`src/cee_pkg.sv`:
```
// Shared beat types, mode codes and character helpers for the escape encoder.
`default_nettype none

package cee_pkg;

   // Encoding mode codes carried in the request cmd field.
   localparam logic [2:0] MODE_TRUSTED = 3'd0;
   localparam logic [2:0] MODE_HTML    = 3'd1;
   localparam logic [2:0] MODE_ATTR    = 3'd2;
   localparam logic [2:0] MODE_PERCENT = 3'd3;
   localparam logic [2:0] MODE_JS      = 3'd4;

   // Longest escape sequence, in bytes, and the width of a byte index.
   localparam int unsigned SEQ_MAX = 6;
   localparam int unsigned IDX_W   = 3;

   // Low nibble mask for hex digit extraction.
   localparam logic [7:0] NIBBLE_MASK = 8'h0F;

   // Request beat: one source byte and its mode.
   typedef struct packed {
      logic [7:0] in_byte;
      logic [2:0] cmd;
   } req_type;

   // Response beat: one encoded byte, last marks the end of the run.
   typedef struct packed {
      logic [7:0] out_byte;
      logic       last;
   } rsp_type;

   // Encoder result for the byte index being presented.
   typedef struct packed {
      logic [7:0] data;
      logic       last;
      logic       empty;
   } enc_type;

   // Uppercase hex digit for a nibble.
   function automatic logic [7:0] hex_digit(input logic [3:0] nib);
      logic [7:0] digit;
      if (nib < 4'd10) begin
         digit = 8'h30 + {4'd0, nib};
      end else begin
         digit = 8'h37 + {4'd0, nib};
      end
      return digit;
   endfunction

   // URL unreserved set: ASCII letters, digits and - _ . ~
   function automatic logic is_unreserved(input logic [7:0] b);
      return (b >= 8'h41 && b <= 8'h5A) || (b >= 8'h61 && b <= 8'h7A) ||
             (b >= 8'h30 && b <= 8'h39) || b == 8'h2D || b == 8'h5F ||
             b == 8'h2E || b == 8'h7E;
   endfunction

endpackage

`default_nettype wire

```
`src/cee_encode.sv`:
```
// Combinational escape table: byte at a given index of one byte's encoding.
`default_nettype none

module cee_encode (
   input  wire logic [7:0]                  in_byte,
   input  wire logic [2:0]                  cmd,
   input  wire logic [cee_pkg::IDX_W-1:0]   idx,
   output cee_pkg::enc_type                 enc
);

   logic [7:0]                seq [cee_pkg::SEQ_MAX];
   logic [cee_pkg::IDX_W-1:0] len;

   // Build the full escape sequence and its length for this byte and mode.
   always_comb begin
      for (int k = 0; k < cee_pkg::SEQ_MAX; k++) begin
         seq[k] = 8'h00;
      end
      seq[0] = in_byte;
      len    = cee_pkg::IDX_W'(1);
      case (cmd) inside
         cee_pkg::MODE_TRUSTED: begin
            len = cee_pkg::IDX_W'(1);
         end
         cee_pkg::MODE_HTML, cee_pkg::MODE_ATTR: begin
            if (in_byte == "<") begin
               seq[0] = "&"; seq[1] = "l"; seq[2] = "t"; seq[3] = ";";
               len = cee_pkg::IDX_W'(4);
            end else if (in_byte == ">") begin
               seq[0] = "&"; seq[1] = "g"; seq[2] = "t"; seq[3] = ";";
               len = cee_pkg::IDX_W'(4);
            end else if (in_byte == "&") begin
               seq[0] = "&"; seq[1] = "a"; seq[2] = "m"; seq[3] = "p"; seq[4] = ";";
               len = cee_pkg::IDX_W'(5);
            end else if (cmd == cee_pkg::MODE_ATTR && in_byte == 8'h22) begin
               seq[0] = "&"; seq[1] = "q"; seq[2] = "u"; seq[3] = "o";
               seq[4] = "t"; seq[5] = ";";
               len = cee_pkg::IDX_W'(6);
            end else if (cmd == cee_pkg::MODE_ATTR && in_byte == 8'h27) begin
               seq[0] = "&"; seq[1] = "#"; seq[2] = "3"; seq[3] = "9"; seq[4] = ";";
               len = cee_pkg::IDX_W'(5);
            end
         end
         cee_pkg::MODE_PERCENT: begin
            if (cee_pkg::is_unreserved(in_byte)) begin
               len = cee_pkg::IDX_W'(1);
            end else if (in_byte == " ") begin
               seq[0] = "+";
               len = cee_pkg::IDX_W'(1);
            end else begin
               seq[0] = "%";
               seq[1] = cee_pkg::hex_digit(in_byte[7:4]);
               seq[2] = cee_pkg::hex_digit(4'(in_byte & cee_pkg::NIBBLE_MASK));
               len = cee_pkg::IDX_W'(3);
            end
         end
         cee_pkg::MODE_JS: begin
            seq[0] = 8'h5C;
            if (in_byte == 8'h27 || in_byte == 8'h22 || in_byte == 8'h5C) begin
               seq[1] = in_byte;
               len = cee_pkg::IDX_W'(2);
            end else if (in_byte == 8'h0A) begin
               seq[1] = "n";
               len = cee_pkg::IDX_W'(2);
            end else if (in_byte == 8'h0D) begin
               seq[1] = "r";
               len = cee_pkg::IDX_W'(2);
            end else if (in_byte == 8'h09) begin
               seq[1] = "t";
               len = cee_pkg::IDX_W'(2);
            end else if (in_byte == "<" || in_byte == ">" || in_byte == "&") begin
               seq[1] = "u"; seq[2] = "0"; seq[3] = "0";
               seq[4] = (in_byte == "&") ? "2" : "3";
               seq[5] = (in_byte == "<") ? "C" : (in_byte == ">") ? "E" : "6";
               len = cee_pkg::IDX_W'(6);
            end else begin
               seq[0] = in_byte;
               len = cee_pkg::IDX_W'(1);
            end
         end
         default: begin
            // Modes without meaning drop the byte entirely.
            len = '0;
         end
      endcase
   end

   // Select the byte at the current index and flag the end of the run.
   always_comb begin
      enc.data  = 8'h00;
      if (idx < cee_pkg::IDX_W'(cee_pkg::SEQ_MAX)) begin
         enc.data = seq[idx];
      end
      enc.empty = (len == '0);
      enc.last  = (idx == len - cee_pkg::IDX_W'(1));
   end

endmodule

`default_nettype wire

```
`src/context_escape_encoder.sv`:
```
// Top level of the context escape encoder: input stage, run sequencer, output register.
//
// Usage: each request beat carries one source byte and a mode. The block answers
// with a run of one to six response beats, the escaped form of the byte, with
// last set on the final beat of the run. Modes without meaning give no beats.
//
// An accepted request passes the input stage and then the output register.
// A byte that escapes to one output byte sustains one request per cycle while
// the receiver does not stall; one that escapes to N bytes holds the input stage
// until its last byte is emitted, since the single output register emits one
// byte per cycle when not stalled. An unknown mode frees the stage with no output.
//
// When the receiver stalls, the output register holds its beat and the input
// stage waits on it, so req_stall rises while a run is in flight. Reset empties
// both stages; no response beat is valid after reset.
`default_nettype none

module context_escape_encoder (
   input  wire logic             clock,
   input  wire logic             reset,
   input  wire logic             req_valid,
   output      logic             req_stall,
   input  wire cee_pkg::req_type req_data,
   output      logic             rsp_valid,
   input  wire logic             rsp_stall,
   output      cee_pkg::rsp_type rsp_data
);

   logic                      s1_valid_ff, s1_valid_in;
   cee_pkg::req_type          s1_data_ff, s1_data_in;
   logic [cee_pkg::IDX_W-1:0] idx_ff, idx_in;
   logic                      out_valid_ff, out_valid_in;
   cee_pkg::rsp_type          out_data_ff, out_data_in;

   cee_pkg::enc_type enc;
   logic             out_ready;
   logic             emit;
   logic             done;
   logic             req_take;

   cee_encode u_encode (
      .in_byte (s1_data_ff.in_byte),
      .cmd     (s1_data_ff.cmd),
      .idx     (idx_ff),
      .enc     (enc)
   );

   // Handshake decisions for the input stage and the output register.
   always_comb begin
      out_ready = !out_valid_ff || !rsp_stall;
      emit      = s1_valid_ff && !enc.empty && out_ready;
      done      = s1_valid_ff && (enc.empty || (out_ready && enc.last));
      req_stall = s1_valid_ff && !done;
      req_take  = req_valid && !req_stall;
   end

   // Input stage: load a new beat, step through its run, or drain.
   always_comb begin
      s1_valid_in = s1_valid_ff;
      s1_data_in  = s1_data_ff;
      idx_in      = idx_ff;
      if (req_take) begin
         s1_valid_in = 1'b1;
         s1_data_in  = req_data;
         idx_in      = '0;
      end else if (done) begin
         s1_valid_in = 1'b0;
         idx_in      = '0;
      end else if (emit) begin
         idx_in = idx_ff + cee_pkg::IDX_W'(1);
      end
   end

   // Output register: takes an encoded byte whenever it is free or being read.
   always_comb begin
      out_valid_in = out_valid_ff;
      out_data_in  = out_data_ff;
      if (out_ready) begin
         out_valid_in         = emit;
         out_data_in.out_byte = enc.data;
         out_data_in.last     = enc.last;
      end
   end

   // Control state is cleared by reset; payload registers are not.
   always_ff @(posedge clock) begin
      if (reset) begin
         s1_valid_ff  <= 1'b0;
         idx_ff       <= '0;
         out_valid_ff <= 1'b0;
      end else begin
         s1_valid_ff  <= s1_valid_in;
         idx_ff       <= idx_in;
         out_valid_ff <= out_valid_in;
      end
   end

   always_ff @(posedge clock) begin
      s1_data_ff  <= s1_data_in;
      out_data_ff <= out_data_in;
   end

   assign rsp_valid = out_valid_ff;
   assign rsp_data  = out_data_ff;

   // A run that is still in progress keeps the input side stalled.
   a_run_holds_input: assert property (@(posedge clock) disable iff (reset)
      (s1_valid_ff && !enc.empty && !enc.last) |-> req_stall)
      else $error("input accepted while an escape run was unfinished");

   // The byte index never runs past the longest sequence.
   a_idx_in_range: assert property (@(posedge clock) disable iff (reset)
      s1_valid_ff |-> (idx_ff < cee_pkg::IDX_W'(cee_pkg::SEQ_MAX)))
      else $error("byte index beyond the longest escape sequence");

   // The index only moves away from zero while a beat occupies the stage.
   a_idx_only_when_busy: assert property (@(posedge clock) disable iff (reset)
      (idx_ff != '0) |-> s1_valid_ff)
      else $error("byte index nonzero with the input stage empty");

   // The byte index only steps forward on a cycle that emitted a byte.
   a_step_emits: assert property (@(posedge clock) disable iff (reset)
      (s1_valid_ff && idx_ff != '0 && !$stable(idx_ff)) |-> $past(emit))
      else $error("byte index advanced without an emitted byte");

endmodule

`default_nettype wire
```
`config.mk`:
```
export PLATFORM = sky130hd
export DESIGN_NAME = context_escape_encoder
export DESIGN_NICKNAME = d
export VERILOG_FILES = /design/src/cee_pkg.sv /design/src/cee_encode.sv /design/src/context_escape_encoder.sv
export SDC_FILE = /design/constraint.sdc
export NUM_CORES = 1
export LEC_CHECK = 0
export ABC_AREA = 1
export BUFFER_PORTS_ARGS = -buffer_cell sky130_fd_sc_hd__buf_4
export CORE_ASPECT_RATIO = 1.75
export CORE_MARGIN = 2
export CORE_UTILIZATION = 45
export DETAILED_ROUTE_END_ITERATION = 6
export PLACE_DENSITY = 0.77
export SLEW_MARGIN = 30
export SYNTH_ARGS = -nofsm -noshare
export SYNTH_HDL_FRONTEND = slang
export SYNTH_HIERARCHICAL = 1
export SYNTH_SLANG_ARGS = --single-unit
```
`constraint.sdc`:
```
create_clock -name clock -period 3.4 [get_ports clock]
set_clock_uncertainty 0.2 [all_clocks]
set_input_delay 0.68 -clock clock [delete_from_list [all_inputs] [get_ports clock]]
set_output_delay 0.68 -clock clock [all_outputs]
set_load 0.1 [all_outputs]
```
After elaboration in Yosys (flattened, before gate mapping). Cells that the tools add are included.

Register bits after elaboration: 25. Bits of input ports: 15. Output and inout port bits: 11. Logic and storage cells: 136.

Add/sub/neg operators: 6. Magnitude comparators: 10. Equal/unequal tests: 19. Mux-type cells: 60. Bitwise operators: 1. Reduce and logical (&&, ||, !) cells: 33.

Operator list (number): $mux 24 (9); $mux 32 (6); $mux 40 (3); $mux 8 (15); $eq 8x6->1 const B (8); $mux 16 (3); $mux 3 (14); $mux 39 (1); $add 6x4->7 const A (4); $bmux 8 s3 (1); $eq 8x4->1 const B (3); $eq 8x7->1 const B (3); $ge 8x7->1 const B (2); $le 8x7->1 const B (2); $logic_or 1x1->1 (12); $logic_and 1x1->1 (11); $ge 8x6->1 const B (1); $le 8x6->1 const B (1); $lt 4x4->1 const B (2); $mux 7 (1); $eq 3x2->1 const B (2); $logic_not 3->1 (2); $mux 6 (1); $logic_not 1->1 (5); 14 further kinds (17).

Longest topological paths before layout. Gate-level depths: netlist of run 1.

Word-level depth: 22. Mapped depth: 21. Mapped depth without buffers: 21.

Cells and area by module. Netlist of run 1, hierarchy kept.

Modules (own cells, without submodules): cee_encode (times used 1, cells each 387, area each 2004.4 um2, sequential area each 0.0 um2); context_escape_encoder (times used 1, cells each 59, area each 888.4 um2, sequential area each 700.7 um2).

Worst setup path before layout of run 1. No wires, ideal clock.

Path kind: flip-flop to flip-flop. From: reg s1_data_ff[4] in the netlist's numbering. To: reg s1_data_ff[0] in the netlist's numbering (enable). Library setup time: 378 ps. Arrival time: 3454 ps. Data required time: 2822 ps. Setup slack: -633 ps. Stages on the path, launching flop included: 21. Path buffers: 0. Period minus slack after synthesis: 4033 ps. Cell sequence: edfxtp_1 inv_1 ha_1 inv_1 nor2_1 nor2_1 nor2_1 nand2_1 nand3_4 nor3_2 nand2_2 nand2_1 o21ai_0 ha_1 xor2_1 o21ai_0 a211oi_1 nand2_2 nand2_4 inv_2 nor2_1.

RTL lines: start: declaration (RTL line context_escape_encoder.sv:30) `cee_pkg::req_type s1_data_ff, s1_data_in;`; start signal: assignment (RTL line context_escape_encoder.sv:99) `s1_data_ff <= s1_data_in;`.

==> results of run 1 <==
power by group through the flow:
| stage | clock network, W | registers, W | logic [W] |
|---|---|---|---|
| 4_1_cts | 0.000208 | 0.000400 | 0.000778 |
| 3_5_place_dp | 0 | 0.000408 | 0.000718 |
| 5_1_grt | 0.000216 | 0.000406 | 0.000846 |
| 6_report | 0.000208 | 0.000400 | 0.000800 |
| 3_3_place_gp | 0 | 0.000406 | 0.000715 |
| 2_1_floorplan | 0 | 0.000575 | 0.000315 |
cells by family (layout without fill, tap and decap cells):
group	after synthesis	count (layout)
AND/OR/NAND/NOR	247	247
AO/OA/AOI/OAI	82	82
buffers and inverters	75	194
flip-flops	25	25
adder cells (fa/ha/maj)	13	13
XOR/XNOR	4	4
per-stage QoR:
step	TNS, ns	utilization, %
global route	-6.82	66.6
CTS	-4.08	66.1
floorplan	-0.0697	-
finish	-4.18	66.6
detailed placement	-3.59	61.0
global placement	-2.88	61.0
cell usage in the layout (no fill, tap or decap), types with 7 or more instances in the layout:
| cell | count |
|---|---|
| o21ai_1 | 9 |
| buf_6 | 7 |
| edfxtp_1 | 20 |
| nand2_1 | 109 |
| inv_1 | 44 |
| buf_4 | 117 |
| a21oi_1 | 31 |
| o21ai_0 | 17 |
| nor3_1 | 12 |
| nor2_2 | 12 |
| inv_2 | 15 |
| nand3_1 | 23 |
| nor2_1 | 41 |
| nand2_2 | 20 |
per-layer routing:
metal | share of wire (%) | up-vias | routed length [um]
met5 | 0 | - | 0
met4 | 9.8 | 0 | 1150
met3 | 3.4 | 73 | 403
met2 | 53 | 136 | 6250
met1 | 34 | 1584 | 3970
li1 | - | 1692 | -
cells in the mapped netlist, types with 2 or more instances:
master	number	area, sq um
a21oi_1	32	160
a21oi_2	2	17.5
a31oi_1	2	12.5
buf_2	3	15.0
buf_6	3	33.8
clkbuf_1	5	18.8
dfxtp_1	5	100
edfxtp_1	20	601
ha_1	13	163
inv_1	50	188
inv_2	12	45.0
nand2_1	113	424
nand2_2	17	106
nand2_4	5	56.3
nand3_1	24	120
nand3_2	4	40.0
nand4_1	6	37.5
nor2_1	45	169
nor2_2	11	68.8
nor2_4	3	33.8
nor2_8	2	40.0
nor3_1	13	65.1
o211ai_1	2	15.0
o21a_1	2	15.0
o21ai_0	19	95.1
o21ai_1	9	45.0
o21ai_2	2	17.5
o31ai_1	5	37.5
xor2_1	3	26.3
worst max-delay path by stage:
stage | to | slack, ns | cells past startpoint
finish | req_stall | -0.67 | 20
global placement | req_stall | -0.45 | 19
global route | req_stall | -0.84 | 19
detailed placement | req_stall | -0.50 | 19
floorplan | req_stall | -0.07 | 16
CTS | req_stall | -0.69 | 19
cell type report:
type	count	area share, %
Multi-Input combinational cell	346	48.8
Timing Repair Buffer	127	24.5
Tap cell	80	2.41
Sequential cell	25	16.9
Clock buffer	3	0.995
Clock inverter	1	0.211
Inverter	63	6.12
critical path: cells and delay by family (launching register included):
family / cells / cell delay [ns]
compound gates: 2 / 0.41
xor+xnor: 2 / 0.25
fa+ha+maj: 2 / 0.46
buf+inv: 5 / 0.48
flops: 1 / 0.47
simple gates: 9 / 0.82
state kept, by name, summed over array words and instances (netlist names):
register and flops:
rsp_valid 1, rsp_data 9, s1_data_ff 11, idx_ff 3, s1_valid_ff 1
repair_timing:
item	4_1_cts	5_1_grt
gates cloned	1	0
setup endpoints to repair	12	16
pin swaps	4	7
gates resized for setup	28	3
setup buffers	17	5
hold buffers	0	0
==> qor.yml, run 1 <==
status:
  outcome: "finished with violations"
  violations: "setup timing"
placement:
  placed_cell_area_sq_um: 3800
  dp_cells: 619
  hpwl_mm: 9.43
  place.gp.congestion: 1.04
  io_buffers: 25
  dp_slack_ns: -0.503
cts:
  cts_buffers: 3
  cts_buffer_depth: 2
  root_buffer: "clkbuf_8"
  clock_latency_ns: 0.30
  clkSlewWorstSetupHoldPaths_ns: 0.11
  cts_tree: "yes"
  h-tree-depth: 1
  clock-sinks: 25
floorplanning:
  start_util_pct: 46.4
  num_rows: 38
  die_w_um: 64.6
  dieArea_sq_um: 7110
  io_pins: 26
  die_h_um: 110
  core_sq_um: 6230
synthesis:
  postSynthCellCount: 446
  synth_seq_area_share_pct: 24.2
  synth-edff-count: 20
  synth_compound_area_share_pct: 16.4
  avgSynthCellArea_sq_um: 6.49
  postSynthNetCount: 474
  muxShareOfSynthArea_pct: 0
  synthArstFlopShare_pct: 0
  synthSimpleGateAreaFrac_pct: 41.7
  synth_area_sq_um: 2890
  synthAdderAreaFrac_pct: 5.62
  yosys_warnings: 6
  synth_top_family_by_area: "simple AND/OR/NAND/NOR gates"
  synthXorXnorAreaFrac_pct: 1.21
  ys.flop_type: "edfxtp_1"
  synth_seq_cells: 25
  synth_cell_type_count: 43
routing:
  routed_wl_mm: 11.8
  ant_nets: 0
  first_pass_iters: 5
  drtIter0Drc: 217
  wl_per_cell_um: 18.3
  avgViaCountPerCell: 5.40
  drc: 0
  vias: 3485
sta:
  rsz0062_at_grt: "yes"
  whs_ns: 0.350
  finalHoldViolations: 0
  slew_violations: 0
  post-route-min-period_ns: 4.07
  fin_crit_sh_pct: 120
  relSlewSlack_pct: 58.8
  fin_ws_ns: -0.666
  setup_viol: 12
  fmax_mhz: 246
  tightestPinTransition_ns: 0.617
global_route:
  grt_antenna_before_repair: 0
  grt_overflow: 0
  grt_pass1_vias: 3539
  grt_usage_pct: 34.6
  grt_use_met1_pct: 32.6
  use_met2_pct: 65.9
  grt_first_pass_wirelength_mm: 18.2
  grt_util_met3_pct: 3.55
  grt.busiest_layer: "met2"
  grt_start_max_net_pins: 22
cells_and_area:
  fillCellCount: 584
  multiInputGateArea_sq_um: 2030
  antennaDiodeCount: 0
  seqCellArea_sq_um: 701
  area_growth_pct: 43.4
  finalNetCount: 594
  stdcell_area_sq_um: 4150
  final_cells: 645
  drive_above_1_share_pct: 38.9
hold_path:
  hold_path_depth: 1
  hp-class: "input port to register"
  hold-path-endpoint: "s1_data_ff[6]"
  hold_start: "req_data[6]"
power:
  p_total_w: 0.00141
  internal-power_w: 0.000746
  p_sw_share_pct: 47.0
  leakage_nw: 2.05
  comb_power_share_pct: 56.8
  power.share.clock_pct: 14.7
  power.density_nw_per_um2: 340
  ir_drop_v: 0.000409
  pwr-share-seq_pct: 28.4
  p_sw_w: 0.000663
critical_path:
  regToRegSetupSlack_ns: -0.37
  required_ns: 2.52
  critPathLaunch: "s1_data_ff[3]"
  arrival_ns: 3.19
  cp_max_fo: 4
  timing.critical_path.mode_cell: "nand2_2"
  reg2regPathDepth: 24
  endpoint_kind: "output pin"
  max_stage_delay_ns: 0.47
  crit_chain: "inv_2, ha_2, inv_1, nor2_1, nand2_1, nand2_2, nand2_2, inv_2, nor3_4, nand2_2, nand2_2, o21ai_2, ha_2, xnor2_1, xor2_1, a211oi_2, nand2_2, nand2_4, inv_12, buf_6"
  timing.rr.start: "s1_data_ff[3]"
  cp-start-kind: "register"
  slowest_stage: "edfxtp_1"
  critPathKind: "register to output pin"
  worstReg2RegEnd: "s1_data_ff[4]"
flow_run:
  drv_cap: 0
Note: power is estimated with default switching activity, not from simulation.
==> run 2, diff against run 1 <==
PLACE_DENSITY = 0.74   (was 0.77)
SYNTH_HIERARCHICAL = default   (was 1)
clock period = 4.2 ns   (was 3.4 ns; I/O delays follow)
==> run 2 against run 1 <==
  * Core utilization is 6.9 points lower
  * Clock power is 29% lower
  * Sequential power decreased by 19%
  * Die area decreased by 1.8%
  * The run now ends clean
==> qor.yml, run 2 <==
power:
  leakage_nw: 1.80  # -12%
  p_total_w: 0.00104  # -26%
  ir_drop_v: 0.000274  # -33%
  power.density_nw_per_um2: 286  # -16%
cells_and_area:
  fillCellCount: 598  # +2.4%
  final_cells: 585  # -9.3%
  finalNetCount: 534  # -10%
  area_growth_pct: 28.9
  fin_util_pct: 59.6  # -6.9 points
  largest_reg_flops: 11  # unchanged
  top_register: "s1_data_ff"
  final_cell_mix: "nand2_1 (116), buf_4 (63), nand3_1 (49)"
  layout_commonest_cell: "nand2_1"
  stdcell_area_sq_um: 3660  # -12%
  drive_above_1_share_pct: 30.5  # -8.4 points
  antennaDiodeCount: 0  # unchanged
cts:
  cts_buffers: 3  # unchanged
  cts_buffer_depth: 2  # unchanged
  clock_latency_ns: 0.28  # -0.02 ns
  h-tree-depth: 1  # unchanged
  cts_hold_buf: 0  # unchanged
  clkSlewWorstSetupHoldPaths_ns: 0.09  # -0.02 ns
  cts_tree: "yes"
  clock-sinks: 25  # unchanged
  root_buffer: "clkbuf_8"
synthesis:
  postSynthNetCount: 472  # -0.42%
  yosysMostFrequentCell: "nand2_1"
  netlist_top_cells_count: "nand2_1 (125), nand3_1 (53), inv_1 (45), nor2_1 (45), a21oi_1 (22)"
  ys.flop_type: "edfxtp_1"
  synth_seq_area_share_pct: 24.7  # +0.46 points
  synth_cell_type_count: 40  # -7.0%
  avgSynthCellArea_sq_um: 6.39  # -1.4%
  synth-edff-count: 20  # unchanged
  synth_area_sq_um: 2840  # -1.9%
  postSynthCellCount: 444  # -0.45%
  synth_seq_cells: 25  # unchanged
  yosysTopAreaCell: "edfxtp_1"
  yosys-top-cells-area: "edfxtp_1 (21%), nand2_1 (17%), nand3_1 (9.3%)"
  yosys_warnings: 0  # -6
  synth_top_area_share_pct: 21.2  # +0.39 points
  synthArstFlopShare_pct: 0  # unchanged
critical_path:
  slowest_stage: "edfxtp_1"
  max_stage_delay_ns: 0.52  # +0.05 ns
  cp_max_fo: 4  # unchanged
  critPathKind: "register to output pin"
  endpoint_kind: "output pin"
  timing.critical_path.mode_cell: "nor2_2"
  crit_chain: "buf_6, ha_4, nand2_4, nor2_2, nor2_2, nand2_1, nor2_2, nand4_4, nor2_4, o31ai_4, ha_1, xor2_1, nand4_1, nand2_2, inv_2, buf_12"
  cp-start-kind: "register"
  arrival_ns: 3.04  # -0.15 ns
  required_ns: 3.16  # +0.64 ns
routing:
  avgViaCountPerCell: 5.73  # +6.1%
  vias: 3354  # -3.8%
  routed_wl_mm: 10.4  # -12%
  drtIter0Drc: 283  # +30%
  drc: 0  # unchanged
  ant_nets: 0  # unchanged
  first_pass_iters: 5  # unchanged
  wl_per_cell_um: 17.8  # -2.4%
floorplanning:
  core_sq_um: 6130  # -1.5%
  die_w_um: 64.0  # -0.88%
  dieArea_sq_um: 6990  # -1.8%
  io_pins: 26  # unchanged
  die_h_um: 109  # -0.90%
  start_util_pct: 46.3  # -0.16 points
  num_rows: 38  # unchanged
placement:
  dp_cells: 557  # -10%
  io_buffers: 25  # unchanged
  place.gp.congestion: 1.04  # about the same
  placed_cell_area_sq_um: 3210  # -15%
  hpwl_mm: 7.94  # -16%
global_route:
  grt_first_pass_wirelength_mm: 16.1  # -11%
  grt_start_max_net_pins: 24  # +9.1%
  grt_antenna_before_repair: 0  # unchanged
  grt_pass1_vias: 3247  # -8.3%
  grt_usage_pct: 30.5  # -4.1 points
  grt_overflow: 0  # unchanged
sta:
  fin_crit_sh_pct: 97.1
  tightestPinTransition_ns: 0.552  # -0.0654 ns
  post-route-min-period_ns: 4.08
  finalHoldViolations: 0  # unchanged
  setup_viol: 0  # -12
  whs_ns: 0.455  # +0.105 ns
  slew_violations: 0  # unchanged
  relSlewSlack_pct: 63.1  # +4.3 points
  fmax_mhz: 245
hold_path:
  hp-class: "register to register"
flow_run:
  drv_cap: 0  # unchanged
status:
  outcome: "completed"
==> run 2: cell types whose count changed after synthesis, moves of 3 or more <==
| cell | change |
|---|---|
| a21oi_1 | -10 |
| inv_1 | -5 |
| inv_2 | -3 |
| nand2_1 | +12 |
| nand2_2 | -5 |
| nand2_4 | -3 |
| nand3_1 | +29 |
| nor3_1 | -10 |
| o211a_1 | +3 |
| o21ai_1 | -3 |
==> run 2: final timing paths <==
kind              endpoint     startpoint  depth (start not counted)  slack (ns)
min reg2reg      idx_ff[1]    s1_valid_ff                          5        0.45
max reg2reg  s1_data_ff[6]  s1_data_ff[8]                         17        0.83
min              idx_ff[1]    s1_valid_ff                          5        0.45
max              req_stall  s1_data_ff[8]                         16        0.12
==> run 2: worst max-delay path: cells and delay by family (launching register included) <==
kind | cells | cell delay [ns]
simple gates | 9 | 1.07
flops | 1 | 0.52
fa+ha+maj | 2 | 0.49
buf+inv | 3 | 0.40
xor+xnor | 1 | 0.17
compound gates | 1 | 0.10
==> run 2: area by class of cell <==
cell class / instances / area (sq um) / area share, %
sequential: 25 / 701 / 19.2
multi-input combinational: 353 / 2060 / 56.2
timing repair buffer: 69 / 549 / 15.0
clock buffer: 4 / 45.0 / 1.23
tap: 80 / 100 / 2.74
inverter: 54 / 208 / 5.68
==> run 2: per-layer routing <==
metal | part of all wire [%] | GRT usage [%] | up-vias
met5 | 0 | 0 | -
met4 | 7.7 | 25.5 | 0
met3 | 4.6 | 2.37 | 57
met2 | 53 | 55.0 | 163
met1 | 35 | 31.4 | 1545
li1 | - | - | 1589
==> run 2: logic make-up after synthesis <==
group,synth area share [%]
xor+xnor,1.54
simple gates,44.1
compound gates,14.6
flops,24.7
fa+ha+maj,5.73
buf+inv,9.34
==> run 2: repair_timing <==
| item | 4_1_cts | 5_1_grt |
|---|---|---|
| endpoints found under the setup margin | 1 | 1 |
| resized for setup | 13 | 43 |
| pin swaps | 5 | 21 |
| setup buffers | 10 | 14 |
| endpoints found under the hold margin | 0 | 0 |
==> run 2: report_power, final <==
| part | internal (W) | switching, W | total, W |
|---|---|---|---|
| combinational | 0.000169 | 0.000404 | 0.000573 |
| clock | 0.0000682 | 0.0000786 | 0.000147 |
| sequential | 0.000305 | 0.0000200 | 0.000325 |
| total | 0.000542 | 0.000502 | 0.00104 |
==> run 2: metrics by stage <==
stage          setup WS (ns)  setup TNS (ns)
2_1_floorplan         0.0347               0
3_3_place_gp          0.0383               0
3_5_place_dp          0.0179               0
4_1_cts              0.00589               0
5_1_grt              -0.0476         -0.0476
6_report               0.123               0
==> run 3, diff against run 2 <==
CORE_ASPECT_RATIO = 1.5   (was 1.75)
==> run 3 against run 2 <==
  * Maximum frequency is 0.45% lower
  * Routed wire length is 1.0% lower
  * Worst hold slack better by 0.020 ns
  * Cell area is 1.6% higher
  * Clock power is 3% lower
  * Total power is 0.54% higher
  * Critical endpoint unchanged
  * Largest cell class unchanged
==> qor.yml, run 3 (synthesis results as in run 2) <==
status:
  outcome: "completed"
placement:
  dp_cells: 550  # -1.3%
  place.gp.congestion: 1.05  # +0.73%
  io_buffers: 25  # unchanged
  hpwl_mm: 7.83  # -1.4%
routing:
  vias: 3369  # +0.45%
  met1Wirelength_mm: 3.70  # +1.6%
  first_pass_iters: 5  # unchanged
  ant_nets: 0  # unchanged
  drc: 0  # unchanged
  dr_wl_met3_um: 647  # +34%
  avgViaCountPerCell: 5.73  # about the same
  routed_wl_mm: 10.3  # -1.0%
  routed.top_layer: "met4"
  wl_per_cell_um: 17.5  # -1.5%
  route.met2.wl_mm: 5.10  # -7.2%
  drtIter0Drc: 264  # -6.7%
cts:
  cts_tree: "yes"
  clock_latency_ns: 0.27  # about the same
  cts_buffer_depth: 2  # unchanged
  root_buffer: "clkbuf_8"
  h-tree-depth: 1  # unchanged
  clock-sinks: 25  # unchanged
  cts_buffers: 3  # unchanged
  clkSlewWorstSetupHoldPaths_ns: 0.09  # about the same
sta:
  finalHoldViolations: 0  # unchanged
  whs_ns: 0.474  # +0.0198 ns
  setup_viol: 0  # unchanged
  relSlewSlack_pct: 63.3  # +0.18 points
  tightestPinTransition_ns: 0.549  # -0.00265 ns
  fmax_mhz: 244  # -0.45%
  slew_violations: 0  # unchanged
  fin_crit_sh_pct: 97.5  # +0.44 points
  post-route-min-period_ns: 4.10  # +0.0184 ns
critical_path:
  crit_chain: "buf_4, nor2_4, nand3_1, nand3_1, nand2_1, nand2_2, nand4_4, nor2_4, o31ai_4, ha_1, xor2_1, nand4_1, nand2_2, inv_2, buf_12"
  required_ns: 3.16  # about the same
  arrival_ns: 3.06  # +0.02 ns
  cp-start-kind: "register"
  slowest_stage: "edfxtp_1"
  max_stage_delay_ns: 0.47  # -0.05 ns
  endpoint_kind: "output pin"
  cp_max_fo: 7  # +3
  critPathKind: "register to output pin"
cells_and_area:
  fillCellCount: 594  # -0.67%
  area_growth_pct: 30.9
  final_cell_mix: "nand2_1 (118), buf_4 (76), nand3_1 (47)"
  top_register: "s1_data_ff"
  finalNetCount: 543  # +1.7%
  drive_above_1_share_pct: 31.9  # +1.4 points
  layout_commonest_cell: "nand2_1"
  antennaDiodeCount: 0  # unchanged
  final_cells: 588  # +0.51%
  largest_reg_flops: 11  # unchanged
floorplanning:
  die_h_um: 101  # -7.1%
  core_sq_um: 6130  # about the same
  dieArea_sq_um: 6970  # -0.17%
  start_util_pct: 46.3  # about the same
  io_pins: 26  # unchanged
  die_w_um: 68.9  # +7.5%
  num_rows: 35  # -7.9%
global_route:
  grt_start_max_net_pins: 19  # -21%
  grt_antenna_before_repair: 0  # unchanged
  grt_overflow: 0  # unchanged
  grt_first_pass_wirelength_mm: 15.5  # -3.3%
  grt_pass1_vias: 3272  # +0.77%
  grt_usage_pct: 30.1  # -0.43 points
power:
  power.density_nw_per_um2: 283  # -1.1%
  ir_drop_v: 0.000248  # -9.3%
  leakage_nw: 1.84  # +2.0%
  p_total_w: 0.00105  # +0.54%
flow_run:
  drv_cap: 0  # unchanged
hold_path:
  hp-class: "register to register"
run 3: changes by cell type in the layout (fill, tap and decap cells not counted), sizes merged:
cell / change
buf: +9
run 3: worst paths after layout:
kind                       from       endpoint  slack (ns)  cells past startpoint
setup / recovery  s1_data_ff[5]      req_stall        0.10                     15
hold / removal      s1_valid_ff      idx_ff[0]        0.47                      5
setup reg to reg  s1_data_ff[5]  s1_data_ff[4]        0.76                     16
hold reg to reg     s1_valid_ff      idx_ff[0]        0.47                      5
run 3: repair_timing:
action	4_1_cts	5_1_grt
setup buffers	12	22
resized for setup	10	45
hold buffers	0	0
pin swaps	2	21
endpoints found under the setup margin	1	1
run 3: report_power, final:
part           switching, W  internal, W  total [W]
clock             0.0000750    0.0000679   0.000143
sequential        0.0000203     0.000305   0.000325
combinational      0.000406     0.000177   0.000582
total              0.000501     0.000549    0.00105
run 3: cell type report:
cell class	count	area, sq um	share of cell area, %
repair buffers	78	602	16.2
flip-flops and latches	25	701	18.8
clock buffers	4	45.0	1.21
multi-input cells	353	2070	55.7
inverters	54	208	5.59
well taps	74	92.6	2.49
run 3: worst max-delay path, delay by kind of cell, from the launching register on:
family	cells	cell delay (ns)
xor+xnor	1	0.19
simple gates	9	1.28
fa+ha+maj	1	0.30
flops	1	0.47
compound gates	1	0.11
buf+inv	3	0.44
run 3: per-stage QoR:
| step | instance area (sq um) | util [%] | TNS (ns) | setup WS [ns] |
|---|---|---|---|---|
| after floorplan | 2840 | - | 0 | 0.0347 |
| after global placement | 3200 | 52.2 | 0 | 0.0295 |
| final | 3720 | 60.6 | 0 | 0.105 |
| after CTS | 3370 | 55.0 | 0 | 0.00507 |
| after detailed placement | 3200 | 52.2 | -0.00777 | -0.00777 |
| after global routing | 3720 | 60.6 | -0.0337 | -0.0337 |
run 3: per-layer routing:
layer	vias to the layer above	GRT usage (%)
met5	-	0
met3	66	4.78
li1	1601	-
met2	188	52.3
met1	1514	30.7
met4	0	23.5
